--- config.mk ---
export PLATFORM = sky130hd
export DESIGN_NAME = bcat_seq
export DESIGN_NICKNAME = d
export VERILOG_FILES = /design/src/rtl/bcat_pkg.sv /design/src/rtl/bcat_seq.sv
export SDC_FILE = /design/constraint.sdc
export NUM_CORES = 1
export LEC_CHECK = 0
export ABC_AREA = 1
export BUFFER_PORTS_ARGS = -buffer_cell sky130_fd_sc_hd__buf_2
export CAP_MARGIN = 20
export CORE_UTILIZATION = 40
export CTS_CLUSTER_SIZE = 12
export DETAILED_ROUTE_END_ITERATION = 8
export PLACE_DENSITY = 0.7
export SLEW_MARGIN = 0
export SYNTH_ARGS = -nofsm -noshare
export SYNTH_HDL_FRONTEND = slang
export SYNTH_SLANG_ARGS = --single-unit
export TNS_END_PERCENT = 1
--- constraint.sdc ---
create_clock -name clk -period 2.4 [get_ports clk]
set_clock_uncertainty 0.2 [all_clocks]
set_input_delay 0.48 -clock clk [delete_from_list [all_inputs] [get_ports clk]]
set_output_delay 0.48 -clock clk [all_outputs]
set_load 0.005 [all_outputs]
--- src/rtl/bcat_pkg.sv ---
// Package for the block chain allocation table: op codes, sequencer steps,
// the control word layout and the microprogram table.
// No dependencies; the sequencer and datapath modules import it.
`default_nettype none

package bcat_pkg;

	typedef enum logic [2:0] {
		OP_ALLOC = 3'd0,
		OP_LINK  = 3'd1,
		OP_FREE  = 3'd2,
		OP_READ  = 3'd3,
		OP_LAST  = 3'd4,
		OP_AVAIL = 3'd5
	} op_t;

	typedef enum logic [3:0] {
		ST_IDLE,
		ST_CLEAR,
		ST_ALLOC0,
		ST_ALLOC,
		ST_AVAIL0,
		ST_AVAIL,
		ST_LINK,
		ST_FREE0,
		ST_FREE,
		ST_FREE_END,
		ST_READ,
		ST_LAST0,
		ST_LAST,
		ST_DONE
	} step_t;

	typedef enum logic [3:0] {
		C_NEVER,
		C_SCAN_EMPTY,
		C_NOT_IN_TABLE,
		C_FREE_HIT,
		C_SCAN_LAST,
		C_LINK_END,
		C_WALK_LAST,
		C_WALK_FULL,
		C_SPACE_NOW,
		C_SPACE_HIT,
		C_OUT_BUSY,
		C_CLEAR_LAST
	} cond_t;

	typedef enum logic [1:0] {
		PTR_HOLD,
		PTR_ZERO,
		PTR_INC,
		PTR_NEXT
	} ptr_op_t;

	typedef struct packed {
		ptr_op_t ptr_op;
		logic    walk_inc;
		logic    used_set;
		logic    used_keep;
		logic    entry_clr;
		logic    link_wr;
		logic    acc_add;
		logic    cap_ptr;
		logic    cap_bi;
		logic    cap_entry;
		logic    set_end;
		logic    set_found;
		logic    set_space;
		logic    set_error;
		logic    load_out;
	} act_t;

	typedef struct packed {
		logic scan_empty;
		logic not_in_table;
		logic free_hit;
		logic scan_last;
		logic link_end;
		logic walk_last;
		logic walk_full;
		logic space_now;
		logic space_hit;
		logic out_busy;
		logic clear_last;
	} cond_vec_t;

	typedef struct packed {
		logic  dispatch;
		cond_t cond_a;
		step_t jump_a;
		act_t  act_a;
		cond_t cond_b;
		step_t jump_b;
		act_t  act_b;
		step_t next_f;
		act_t  act_f;
	} ucw_t;

	localparam act_t ACT_NONE = '0;

	function automatic step_t start_step(logic [2:0] op);
		step_t s;
		case (op_t'(op))
			OP_ALLOC: s = ST_ALLOC0;
			OP_LINK:  s = ST_LINK;
			OP_FREE:  s = ST_FREE0;
			OP_READ:  s = ST_READ;
			OP_LAST:  s = ST_LAST0;
			OP_AVAIL: s = ST_AVAIL0;
			default:  s = ST_DONE;
		endcase
		return s;
	endfunction

	function automatic ucw_t ucode(step_t s);
		ucw_t u;
		u = '0;
		case (s)
			ST_IDLE: begin
				u.dispatch = 1'b1;
				u.next_f = ST_IDLE;
			end
			ST_CLEAR: begin
				u.cond_a = C_CLEAR_LAST;
				u.jump_a = ST_IDLE;
				u.act_a.entry_clr = 1'b1;
				u.next_f = ST_CLEAR;
				u.act_f.entry_clr = 1'b1;
				u.act_f.ptr_op = PTR_INC;
			end
			ST_ALLOC0: begin
				u.cond_a = C_SCAN_EMPTY;
				u.jump_a = ST_DONE;
				u.next_f = ST_ALLOC;
				u.act_f.ptr_op = PTR_ZERO;
			end
			ST_ALLOC: begin
				u.cond_a = C_FREE_HIT;
				u.jump_a = ST_DONE;
				u.act_a.used_set = 1'b1;
				u.act_a.cap_ptr = 1'b1;
				u.act_a.set_found = 1'b1;
				u.cond_b = C_SCAN_LAST;
				u.jump_b = ST_DONE;
				u.next_f = ST_ALLOC;
				u.act_f.ptr_op = PTR_INC;
			end
			ST_AVAIL0: begin
				u.cond_a = C_SPACE_NOW;
				u.jump_a = ST_DONE;
				u.act_a.set_space = 1'b1;
				u.cond_b = C_SCAN_EMPTY;
				u.jump_b = ST_DONE;
				u.next_f = ST_AVAIL;
				u.act_f.ptr_op = PTR_ZERO;
			end
			ST_AVAIL: begin
				u.cond_a = C_SPACE_HIT;
				u.jump_a = ST_DONE;
				u.act_a.set_space = 1'b1;
				u.cond_b = C_SCAN_LAST;
				u.jump_b = ST_DONE;
				u.next_f = ST_AVAIL;
				u.act_f.acc_add = 1'b1;
				u.act_f.ptr_op = PTR_INC;
			end
			ST_LINK: begin
				u.cond_a = C_NOT_IN_TABLE;
				u.jump_a = ST_DONE;
				u.next_f = ST_DONE;
				u.act_f.link_wr = 1'b1;
			end
			ST_FREE0: begin
				u.cond_a = C_NOT_IN_TABLE;
				u.jump_a = ST_DONE;
				u.next_f = ST_FREE;
			end
			ST_FREE: begin
				u.cond_a = C_LINK_END;
				u.jump_a = ST_FREE_END;
				u.act_a.entry_clr = 1'b1;
				u.cond_b = C_WALK_LAST;
				u.jump_b = ST_FREE_END;
				u.act_b.entry_clr = 1'b1;
				u.act_b.set_error = 1'b1;
				u.next_f = ST_FREE;
				u.act_f.entry_clr = 1'b1;
				u.act_f.ptr_op = PTR_NEXT;
				u.act_f.walk_inc = 1'b1;
			end
			ST_FREE_END: begin
				u.next_f = ST_DONE;
				u.act_f.used_keep = 1'b1;
			end
			ST_READ: begin
				u.cond_a = C_NOT_IN_TABLE;
				u.jump_a = ST_DONE;
				u.act_a.set_end = 1'b1;
				u.next_f = ST_DONE;
				u.act_f.cap_entry = 1'b1;
			end
			ST_LAST0: begin
				u.cond_a = C_NOT_IN_TABLE;
				u.jump_a = ST_DONE;
				u.act_a.cap_bi = 1'b1;
				u.next_f = ST_LAST;
			end
			ST_LAST: begin
				u.cond_a = C_LINK_END;
				u.jump_a = ST_DONE;
				u.act_a.cap_ptr = 1'b1;
				u.cond_b = C_WALK_FULL;
				u.jump_b = ST_DONE;
				u.act_b.cap_ptr = 1'b1;
				u.act_b.set_error = 1'b1;
				u.next_f = ST_LAST;
				u.act_f.ptr_op = PTR_NEXT;
				u.act_f.walk_inc = 1'b1;
			end
			ST_DONE: begin
				u.cond_a = C_OUT_BUSY;
				u.jump_a = ST_DONE;
				u.next_f = ST_IDLE;
				u.act_f.load_out = 1'b1;
			end
			default: begin
				u.next_f = ST_IDLE;
			end
		endcase
		return u;
	endfunction

endpackage

`default_nettype wire

--- src/rtl/bcat_seq.sv ---
// Microcoded sequencer: step counter, control word table lookup and branch
// selection. Depends on bcat_pkg for the step, condition and action types.
`default_nettype none

module bcat_seq import bcat_pkg::*; (
	input  logic       clk,
	input  logic       arst_n,
	input  logic       in_valid,
	output logic       in_ready,
	input  logic [2:0] op,
	input  cond_vec_t  cond,
	output act_t       act,
	output logic       accept
);

	step_t step_q;
	step_t step_d;
	ucw_t  uc;
	logic  hit_a;
	logic  hit_b;

	function automatic logic cond_sel(cond_t c, cond_vec_t v);
		logic r;
		case (c)
			C_NEVER:        r = 1'b0;
			C_SCAN_EMPTY:   r = v.scan_empty;
			C_NOT_IN_TABLE: r = v.not_in_table;
			C_FREE_HIT:     r = v.free_hit;
			C_SCAN_LAST:    r = v.scan_last;
			C_LINK_END:     r = v.link_end;
			C_WALK_LAST:    r = v.walk_last;
			C_WALK_FULL:    r = v.walk_full;
			C_SPACE_NOW:    r = v.space_now;
			C_SPACE_HIT:    r = v.space_hit;
			C_OUT_BUSY:     r = v.out_busy;
			C_CLEAR_LAST:   r = v.clear_last;
			default:        r = 1'b0;
		endcase
		return r;
	endfunction

	always_ff @(posedge clk or negedge arst_n) begin
		if (!arst_n) begin
			step_q <= ST_CLEAR;
		end else begin
			step_q <= step_d;
		end
	end

	always_comb begin
		uc = ucode(step_q);
		hit_a = cond_sel(uc.cond_a, cond);
		hit_b = cond_sel(uc.cond_b, cond);
		in_ready = uc.dispatch;
		accept = uc.dispatch & in_valid;
		act = ACT_NONE;
		step_d = step_q;
		if (uc.dispatch) begin
			if (in_valid) begin
				step_d = start_step(op);
			end
		end else if (hit_a) begin
			act = uc.act_a;
			step_d = uc.jump_a;
		end else if (hit_b) begin
			act = uc.act_b;
			step_d = uc.jump_b;
		end else begin
			act = uc.act_f;
			step_d = uc.next_f;
		end
	end

endmodule

`default_nettype wire

==> insert_results.sql <==
INSERT INTO impl_metrics (metric_group, metric, value, unit) VALUES
('hold_path', 'min_path_type', 'in -> async', ''),
('routing', 'drcViolationCount', '0', ''),
('worst_setup_path', 'kind_of_start_point_of_the_critical_path', 'flop', ''),
('logic_synthesis', 'synthesized_area_per_cell', '6.09', 'µm²'),
('logic_synthesis', 'synth_ff_type', 'sky130_fd_sc_hd__dfrtp_1', ''),
('grt', 'global_route.overflow_total', '0', ''),
('power', 'worst_ir_drop_vdd', '0.640', 'mV'),
('cts', 'cts.htree.levels', '1', ''),
('routing', 'viasPerCell', '4.91', ''),
('cells_and_area', 'final_layout_size_suffix_gt1_share', '50.0', '%'),
('worst_setup_path', 'cp_num_buf_inv', '1', ''),
('worst_setup_path', 'cp_max_fo', '14', ''),
('placement', 'gp_congestion', '0.889', ''),
('power', 'switching_power', '0.800', 'mW'),
('job', 'drv.max_cap_violation_count', '0', ''),
('placement', 'placed_standard_cell_area', '955', 'µm²'),
('routing', 'detailed_routing_iterations_pass_1', '4', ''),
('cells_and_area', 'layout.nets', '186', ''),
('power', 'relative_contribution_of_combinational_cells_to_total_power', '80.2', '%'),
('placement', 'io_buffer_count', '34', ''),
('sta', 'timing_max_transition_violations_final', '0', ''),
('floorplan', 'num_rows', '15', ''),
('logic_synthesis', 'postSynth.asyncResetShare', '100', '%'),
('sta', 'slew-limit-headroom', '78.6', '%'),
('outcome', 'outcome', 'finished with violations', ''),
('logic_synthesis', 'ys.warnings.count', '0', ''),
('sta', 'fin_hold_ws', '0.367', 'ns'),
('placement', 'detailed_place_hpwl', '1.70', 'mm'),
('floorplan', 'design.portCount', '35', ''),
('sta', 'timing.fmax', '414', 'MHz'),
('logic_synthesis', 'seq_area_frac_synth', '13.0', '%'),
('worst_setup_path', 'critPathArrivalTime', '1.74', 'ns'),
('sta', 'setup_viol', '5', ''),
('worst_setup_path', 'critPathCaptureType', 'primary output', ''),
('cts', 'path_clk_slew', '0.04', 'ns'),
('cells_and_area', 'final-seq-area', '105', 'µm²'),
('routing', 'detailroute.via_count', '948', ''),
('sta', 'tightest_slew', '0.321', 'ns'),
('cells_and_area', 'syn2layout_area_growth', '35.5', '%'),
('cells_and_area', 'multi_input_area', '624', 'µm²'),
('floorplan', 'initial_core_util', '43.7', '%'),
('sta', 'grt_setup_unrepaired', 'yes', ''),
('grt', 'grt_antenna_before_repair', '0', ''),
('sta', 'final_worst_slack', '-0.0153', 'ns'),
('cells_and_area', 'layout.filler_cells', '187', ''),
('worst_setup_path', 'slowest_delay', '0.49', 'ns'),
('outcome', 'violations', 'negative setup slack', ''),
('cts', 'cts-buffers-inserted', '3', ''),
('cells_and_area', 'finish.instance_area', '0.00106', 'mm²'),
('cells_and_area', 'largest_register_ff_count', '4', ''),
('power', 'total_power', '1.42', 'mW'),
('floorplan', 'die_boundary_height', '46.1', 'µm'),
('power', 'seqPwrFrac', '13.3', '%'),
('cells_and_area', 'registers.top_by_ff_count', 'step_q', ''),
('logic_synthesis', 'syn_nets', '145', ''),
('sta', 'timing.final.hold_violations', '0', ''),
('cts', 'clock_buffer_depth', '2', ''),
('cts', 'cts.sink_count', '4', ''),
('logic_synthesis', 'synthCells', '128', ''),
('grt', 'wire_length_of_the_first_global_routing_pass', '3.10', 'mm'),
('worst_setup_path', 'worst_path_max_delay_cell', 'sky130_fd_sc_hd__dfrtp_2', ''),
('sta', 'finalWorstPathRequiredPeriod', '2.42', 'ns'),
('worst_setup_path', 'timing.critical_path.max_delay_family', 'simple AND/OR/NAND/NOR gates', ''),
('cts', 'tritoncts', 'built', ''),
('grt', 'global_route.usage.total', '20.0', '%'),
('sta', 'share_of_the_clock_period_used_by_the_worst_path', '101', '%'),
('worst_setup_path', 'critical_path.cell_chain', 'nor2_4, nand2_1, nand2_1, nand2_2, o21ai_4, nand2_4, nor2_2, buf_2', ''),
('routing', 'post_drt_wl_per_cell', '10.7', 'µm'),
('grt', 'largest_net_degree_at_the_start_of_global_routing', '15', ''),
('power', 'power_report.internal_total', '0.620', 'mW'),
('routing', 'final_antenna_net_count', '0', '');
==> power by group through the flow <==
| stage | clock network (mW) | registers (mW) | logic, mW |
|---|---|---|---|
| after detailed placement | 0 | 0.182 | 1.03 |
| after global routing | 0.105 | 0.193 | 1.26 |
| after CTS | 0.0963 | 0.187 | 1.13 |
| after floorplan | 0 | 0.160 | 0.801 |
| final | 0.0936 | 0.188 | 1.14 |
| after global placement | 0 | 0.181 | 1.02 |
==> worst register-to-register path: stages, from the launching register on <==
cell	delay, ns
sky130_fd_sc_hd__dfstp_2	0.58
sky130_fd_sc_hd__inv_2	0.08
sky130_fd_sc_hd__nor2_4	0.18
sky130_fd_sc_hd__nand3_2	0.11
sky130_fd_sc_hd__nand2_2	0.09
sky130_fd_sc_hd__nor2_1	0.04
sky130_fd_sc_hd__nand2_1	0.09
sky130_fd_sc_hd__nor2_4	0.06
sky130_fd_sc_hd__buf_4	0.13
sky130_fd_sc_hd__nand2_1	0.07
sky130_fd_sc_hd__nand3_1	0.07
==> final cells by class <==
type	count	share of cell area, %
Sequential cell	4	9.95
Inverter	13	4.86
Clock buffer	4	2.49
Multi-Input combinational cell	107	59.1
Tap cell	25	2.96
Timing Repair Buffer	40	20.6
==> path summary, 6_finish.rpt <==
check                                              to                   from  cells after the start  slack (ns)
worst max-delay path                           act[8]  step_q[1]$_DFFE_PN0P_                      8       -0.02
worst min-delay path            step_q[3]$_DFFE_PN0P_                 arst_n                      2        0.37
worst max register to register  step_q[2]$_DFFE_PN0P_  step_q[0]$_DFFE_PN1P_                     10        0.58
worst min register to register  step_q[2]$_DFFE_PN0P_  step_q[1]$_DFFE_PN0P_                      3        0.61
max in group asynchronous       step_q[0]$_DFFE_PN1P_                 arst_n                      2        1.43
min in group clk                step_q[0]$_DFFE_PN1P_                  op[0]                      4        0.40
==> synth_stat cells, types with 2 or more instances <==
cell	n	area, µm²
sky130_fd_sc_hd__o21ai_0	7	35.0
sky130_fd_sc_hd__nand3_2	4	40.0
sky130_fd_sc_hd__inv_2	2	7.51
sky130_fd_sc_hd__inv_1	10	37.5
sky130_fd_sc_hd__dfrtp_1	3	75.1
sky130_fd_sc_hd__nand2_1	38	143
sky130_fd_sc_hd__nand2_2	3	18.8
sky130_fd_sc_hd__nor2_4	4	45.0
sky130_fd_sc_hd__a21oi_1	4	20.0
sky130_fd_sc_hd__nor2_2	7	43.8
sky130_fd_sc_hd__nand3_1	15	75.1
sky130_fd_sc_hd__nand2_4	2	22.5
sky130_fd_sc_hd__nor2_1	12	45.0
sky130_fd_sc_hd__buf_6	2	22.5
==> routing by layer <==
metal | track usage [%] | share of wire (%) | vias up
met2 | 31.3 | 48 | 38
met5 | 0 | 0 | -
met3 | 2.35 | 6.7 | 0
li1 | - | - | 497
met1 | 28.7 | 46 | 413
met4 | 5.29 | 0 | 0
==> through the flow <==
| step | setup TNS (ns) | setup WS (ns) |
|---|---|---|
| after global placement | 0 | 0.170 |
| after global routing | -0.917 | -0.130 |
| after CTS | -0.00623 | -0.00404 |
| after floorplan | 0 | 0.376 |
| after detailed placement | 0 | 0.142 |
| final | -0.0473 | -0.0153 |
==> cell usage in the layout (no fill, tap or decap) <==
cell type / instances
sky130_fd_sc_hd__o31ai_1: 1
sky130_fd_sc_hd__a21oi_2: 1
sky130_fd_sc_hd__dfstp_2: 1
sky130_fd_sc_hd__buf_2: 34
sky130_fd_sc_hd__nor2_1: 10
sky130_fd_sc_hd__o21ai_4: 1
sky130_fd_sc_hd__nor2_4: 4
sky130_fd_sc_hd__dfrtp_2: 3
sky130_fd_sc_hd__clkbuf_1: 1
sky130_fd_sc_hd__inv_1: 8
sky130_fd_sc_hd__nand3_2: 7
sky130_fd_sc_hd__nand2_2: 6
sky130_fd_sc_hd__a21oi_1: 3
sky130_fd_sc_hd__nand4_2: 1
sky130_fd_sc_hd__clkbuf_4: 3
sky130_fd_sc_hd__nor3_1: 1
sky130_fd_sc_hd__inv_2: 4
sky130_fd_sc_hd__nand2_4: 2
sky130_fd_sc_hd__nor2_2: 9
sky130_fd_sc_hd__o21ai_0: 7
sky130_fd_sc_hd__inv_4: 1
sky130_fd_sc_hd__dlygate4sd3_1: 1
sky130_fd_sc_hd__nand4_1: 1
sky130_fd_sc_hd__o21ai_1: 1
sky130_fd_sc_hd__nor3b_2: 1
sky130_fd_sc_hd__nand2_1: 35
sky130_fd_sc_hd__buf_4: 5
sky130_fd_sc_hd__and3_1: 1
sky130_fd_sc_hd__a21boi_1: 1
sky130_fd_sc_hd__nand3_1: 12
sky130_fd_sc_hd__a221oi_1: 1
sky130_fd_sc_hd__nand3_4: 1
==> logic make-up (layout without fill, tap and decap cells) <==
group	Yosys count	after routing	synth area share, %
simple gates	91	91	63.2
buf+inv	17	57	10.9
flops	4	4	13.0
compound gates	16	16	12.8
==> timing repair <==
action | 4_1_cts | 5_1_grt
gates resized for setup | 8 | 6
endpoints found under the setup margin | 11 | 11
endpoints found under the hold margin | 3 | 0
hold buffers | 1 | 0
pin swaps | 3 | 1
gates cloned | 0 | 0
buffers inserted | 4 | 0
Power figures use the tool's default switching activity.
